File: config.mk
export PLATFORM = sky130hd
export DESIGN_NAME = mrk_ram
export DESIGN_NICKNAME = d
export VERILOG_FILES = /design/src/hw/rtl/mrk_ram.sv
export SDC_FILE = /design/constraint.sdc
export NUM_CORES = 1
export LEC_CHECK = 0
export ABC_AREA = 1
export BUFFER_PORTS_ARGS = -buffer_cell sky130_fd_sc_hd__buf_2
export CAP_MARGIN = 10
export CORE_MARGIN = 10
export CORE_UTILIZATION = 55
export DETAILED_ROUTE_END_ITERATION = 6
export PLACE_DENSITY_LB_ADDON = 0.05
export SYNTH_ARGS = -nofsm -noshare
export SYNTH_HDL_FRONTEND = slang
export SYNTH_SLANG_ARGS = --single-unit
File: constraint.sdc
create_clock -name clk -period 7.8 [get_ports clk]
set_input_delay 1.56 -clock clk [delete_from_list [all_inputs] [get_ports clk]]
set_output_delay 1.56 -clock clk [all_outputs]
set_load 0.01 [all_outputs]
File: src/hw/rtl/mrk_ram.sv
module mrk_ram #(
  parameter int WIDTH = 128,
  parameter int DEPTH = 8,
  localparam int AW = (DEPTH > 1) ? $clog2(DEPTH) : 1
) (
  input  logic             clk,
  input  logic             wr_en,
  input  logic [AW-1:0]    wr_addr,
  input  logic [WIDTH-1:0] wr_data,
  input  logic [AW-1:0]    rd_addr,
  output logic [WIDTH-1:0] rd_data_r
);

  logic [WIDTH-1:0] mem_r [DEPTH];

  always_ff @(posedge clk) begin
    if (wr_en) begin
      mem_r[wr_addr] <= wr_data;
    end
    rd_data_r <= mem_r[rd_addr];
  end

endmodule

==> impl_metrics.tcl, run 1 <==
set metrics [dict create \
    pin_count 264 \
    synth.net_count 4706 \
    cts_root_buffer "clkbuf_16" \
    p_leak_uw 0.0246 \
    std_cell_rows 107 \
    critical_path.startpoint_type "input pin" \
    cts_tree "yes" \
    critPathMaxFanout 91 \
    ys_seq_elements 1152 \
    stdcell_area_um2 53200 \
    avgSynthCellArea_um2 10.3 \
    post_cts_resized 0 \
    ant_nets 0 \
    gp_congestion 0.731 \
    fin_hold_ws_ns 0.621 \
    cp.required_ns 8.35 \
    place_area_um2 49200 \
    p_total_uw 13500 \
    yosys.area.top_type "edfxtp_1" \
    slew_viol_final 0 \
    dieArea_um2 97700 \
    die_x_um 313 \
    highest_layer "met5" \
    clock_latency_ns 0.67 \
    synth_area_um2 47100 \
    finalSetupViolCount 0 \
    cp-end-kind "flip-flop" \
    cts_sinks 1152 \
    ctsHoldBuffers 0 \
    grt_pass1_vias 28300 \
    grtUsageTotal_pct 21.0 \
    cts_setup_buffers 0 \
    portBuffers 263 \
    finalClockSkew_ns 0.0144 \
    drv_cap 0 \
    max_freq_mhz 264 \
    avgViaCountPerCell 4.83 \
    met3WireLength_um 5480 \
    synth-warning-count 0 \
    area_growth_pct 13.0 \
    ctsHtreeMaxLevel 3 \
    setup-tns-final_ns 0 \
    fillerInstances 6749 \
    critPathKind "in -> reg" \
    cp.arrival_ns 4.34 \
    worst_slew_pin_slew_ns 1.26 \
    final_hold_viol_count 0 \
    syn_inst 4570 \
    cpMostUsedCell "nand2_1" \
    post-route-period-util_pct 48.5 \
    ys_top_cells_by_area "edfxtp_1 65%, nand2_1 13%, inv_1 8.2%, dfxtp_1 5.4%, nand3_1 5.4%" \
    path_cells "buf_8, buf_4, buf_4, nand2_1, nand3_1, nand2_1, nand2_1, nand2_1" \
    layout-drive-gt1-share_pct 9.87 \
    dp_hpwl_um 50400 \
    final_cell_mix "1670 x nand2_1, 1027 x inv_1, 1024 x edfxtp_1" \
    wl_per_cell_um 17.1 \
    dr.first_iter.drc_count 1993 \
    grt_max_degree 215 \
    met2WireLength_um 51500 \
    outcome "finished clean" \
    cts-buffers-inserted 119 \
    worst_slack_ns 4.02 \
    grt_antenna_before_repair 36 \
    clockBufferDepth 3 \
    start_util_pct 55.4 \
    cpMaxStageDelayCell "buf_4" \
    power.density_nw_per_um2 254 \
    vdd_ir_drop_max_mv 0.224 \
    crit_buf_inv 3 \
    ys_types 12 \
    crit_family "buffers and inverters" \
    layout_commonest_cell "nand2_1" \
    grt_first_pass_wirelength_um 161000 \
    first_pass_iters 5 \
    timing.slew.headroom_pct 16.1 \
    dp_slack_ns 3.46 \
    cp_slowest_stage_delay_ns 0.88 \
    vias 29300 \
    rsz0062_at_grt "no" \
    drc 0 \
    met1Wirelength_um 43500 \
    synth_top_area_share_pct 65.3 \
    path_clk_slew_ns 0.06 \
    grt_overflow_total 0 \
    synth-seq-area-share_pct 70.8 \
    min_period_ns 3.78 \
    die_h_um 313 \
    min_path_type "reg -> reg" \
    nNetsFinal 4924 \
    wirelength_um 103000 \
    core_um2 85000 \
]
[registers in the layout (all words and copies together) (netlist names)]
register	count
rd_data_r	128
mem_r	1024
[through the flow]
step	util, %	instances
CTS	62.5	6039
detailed placement	57.9	5811
finish	62.6	6056
global placement	57.9	5811
global route	62.6	6053
floorplan	-	4570
[where the power goes]
group / switching, µW / internal, µW
Combinational: 588 / 247
Sequential: 71.8 / 6970
Clock: 2260 / 3350
[Yosys cell counts]
| master | n |
|---|---|
| buf_6 | 6 |
| inv_4 | 1 |
| nand2_1 | 1670 |
| buf_2 | 138 |
| edfxtp_1 | 1024 |
| clkbuf_1 | 34 |
| nand3_1 | 512 |
| dfxtp_1 | 128 |
| buf_4 | 20 |
| nor2_1 | 8 |
| inv_2 | 1 |
| inv_1 | 1028 |
[layout make-up]
class,instances,area (µm²),area share (%)
flip-flops and latches,1152,33300,62.6
multi-input cells,2190,8920,16.8
inverters,1030,3890,7.32
clock buffers,179,3470,6.52
repair buffers,295,1660,3.12
well taps,1144,1430,2.69
clock inverters,49,480,0.903
diodes,17,42.5,0.0800
[worst register-to-register path, delay by kind of cell, from the launching register on]
family / cells / cell delay [ns]
buffers and inverters: 1 / 0.06
DFF: 1 / 0.36
and+or+nand+nor: 5 / 0.42
[layer usage]
metal	global-route usage, %	up-vias
met3	4.43	183
li1	-	14700
met2	36.8	628
met4	6.98	28
met1	25.7	13800
met5	0	-
[final timing paths]
check | cells after the start | from | slack (ns) | to
worst max register to register | 6 | mem_r[7][113] | 6.82 | rd_data_r[113]
worst min-delay path | 6 | mem_r[0][64] | 0.62 | rd_data_r[64]
worst min register to register | 6 | mem_r[0][64] | 0.62 | rd_data_r[64]
worst max-delay path | 8 | rd_addr[0] | 4.02 | rd_data_r[91]
[cell families after synthesis]
group                  Yosys count  synth area share (%)
buffers and inverters         1228                  10.4
flip-flops                    1152                  70.8
AND/OR/NAND/NOR               2190                  18.8
(Power assumes the default switching activity.)
==> run 2: changes to the inputs <==
==> constraint.sdc (replaced) <==
create_clock -name clk -period 3.8 [get_ports clk]
set_input_delay 0.76 -clock clk [delete_from_list [all_inputs] [get_ports clk]]
set_output_delay 0.76 -clock clk [all_outputs]
set_load 0.01 [all_outputs]
==> run 2 against run 1 <==
Compared with the run above: die area did not move; clock skew rose by 0.0043 ns; global-route usage rose by 0.31 points; first-iteration DRC count fell by 11%; critical path depth fell by 7; core utilization rose by 0.65 points; combinational power rose by 110%; critical endpoint is now rd_data_r[62]; largest cell class unchanged; final cell count rose by 0.13%; critical path type is now reg -> out; power rose by 110%; sequential share of layout area fell by 0.65 points.
==> impl_metrics.tcl, run 2 (same netlist as run 1, synthesis figures left out) <==
set metrics [dict create \
    grtUsageTotal_pct 21.3 \
    final_cell_mix "1670 x nand2_1, 1027 x inv_1, 1024 x edfxtp_1" \
    power_frac_comb_pct 6.3 \
    cts_sinks 1152 \
    clockBufferDepth 3 \
    grt_pass1_vias 28400 \
    fin_util_pct 63.2 \
    wl_per_cell_um 17.3 \
    fin_cells 6064 \
    path_clk_slew_ns 0.06 \
    ctsHtreeMaxLevel 3 \
    min_path_type "in -> reg" \
    cp.required_ns 3.04 \
    wirelength_um 105000 \
    crit_buf_inv 1 \
    fillerInstances 6773 \
    cts_setup_buffers 0 \
    path_cells "buf_2" \
    cts_root_buffer "clkbuf_16" \
    p_int_uw 21800 \
    avgViaCountPerCell 4.84 \
    rsz0062_at_grt "no" \
    largest_register_ffs 1024 \
    cts_tree "yes" \
    sw_frac_of_total_pct 21.8 \
    start_util_pct 55.4 \
    ant_nets 0 \
    p_leak_uw 0.0248 \
    slew_viol_final 0 \
    dp_hpwl_um 54700 \
    grt_max_degree 143 \
    worst_slew_pin_slew_ns 0.957 \
    drc 0 \
    std_cell_rows 107 \
    seqCellArea_um2 33300 \
    critPathKind "reg -> out" \
    p_switching_uw 6090 \
    power.density_nw_per_um2 520 \
    die_h_um 313 \
    finalSetupViolCount 0 \
    fin_hold_ws_ns 0.349 \
    top_regs "mem_r (1024), rd_data_r (128)" \
    first_pass_iters 5 \
    timing.slew.headroom_pct 36.2 \
    die_x_um 313 \
    outcome "finished clean" \
    max_freq_mhz 482 \
    cpMaxStageDelayCell "dfxtp_1" \
    cts-buffers-inserted 117 \
    grt_first_pass_wirelength_um 163000 \
    pin_count 264 \
    grt_overflow_total 0 \
    drv_cap 0 \
    pwr-share-seq_pct 51.7 \
    dieArea_um2 97700 \
    finalClockSkew_ns 0.0187 \
    portBuffers 263 \
    critPathMaxFanout 1 \
    cp-end-kind "primary output" \
    dr.first_iter.drc_count 1775 \
    clock_power_share_pct 42.0 \
    clock_latency_ns 0.68 \
    nNetsFinal 4946 \
    regMostFlops "mem_r" \
    cp.arrival_ns 1.31 \
    area_growth_pct 14.2 \
    dp.cells 5835 \
    layout_commonest_cell "nand2_1" \
    vias 29400 \
    min_period_ns 2.07 \
    critical_path.startpoint_type "flip-flop" \
    ctsHoldBuffers 0 \
    gp_congestion 0.730 \
    grt_antenna_before_repair 23 \
    crit_family "flip-flops" \
    cp_slowest_stage_delay_ns 0.46 \
    multi_input_area_um2 8920 \
    core_um2 85000 \
    layout-drive-gt1-share_pct 10.7 \
    post-route-period-util_pct 54.6 \
    vdd_ir_drop_max_mv 0.410 \
    post_cts_resized 0 \
    final_hold_viol_count 0 \
]
## run 2: changes by cell type in the layout (fill, tap and decap cells not counted), moves of 6 or more
| cell | change |
|---|---|
| clkbuf_1 | -16 |
| buf_12 | +26 |
| clkinv_1 | -9 |
| clkinvlp_4 | +6 |
| diode_2 | -11 |
| clkinv_2 | +6 |
## run 2: area by class of cell
cell class | instances | area share, %
multi-input cells | 2190 | 16.6
flip-flops and latches | 1152 | 62.0
inverters | 1030 | 7.24
repair buffers | 319 | 4.02
clock buffers | 161 | 6.18
well taps | 1144 | 2.66
diodes | 6 | 0.0279
clock inverters | 62 | 1.31
## run 2: final timing paths
check | start | end | slack, ns | depth (start not counted)
min reg2reg | mem_r[0][120] | rd_data_r[120] | 0.62 | 6
max reg2reg | mem_r[6][32] | rd_data_r[32] | 2.80 | 6
max | rd_data_r[62] | rd_data_r[62] | 1.73 | 1
min | wr_data[43] | mem_r[5][43] | 0.35 | 1
## run 2: metal layers
layer	part of all wire, %	global-route usage [%]	vias up	wire, µm
li1	-	-	14700	-
met1	43	27.2	13900	45200
met2	50	37.4	589	51900
met3	4.9	3.86	187	5170
met4	2.2	5.63	24	2350
met5	0.15	0	-	161
## run 2: power groups by stage
stage	Sequential, µW	Clock [µW]	Combinational [µW]
6_report	14500	11700	1760
5_1_grt	14500	12500	2000
4_1_cts	14500	12000	1790
3_5_place_dp	14700	0	1780
3_3_place_gp	14700	0	1770
2_1_floorplan	14800	0	987
## run 2: per-stage QoR
step                      power, µW  instance area (µm²)  TNS [ns]  worst slack [ns]
final                         27900                53800         0              1.73
after global routing          29000                53800         0              1.69
after CTS                     28200                53700         0              1.69
after detailed placement      16500                49700         0              1.20
after global placement        16500                49700         0              1.20
after floorplan               15800                47100   -815.45            -0.918
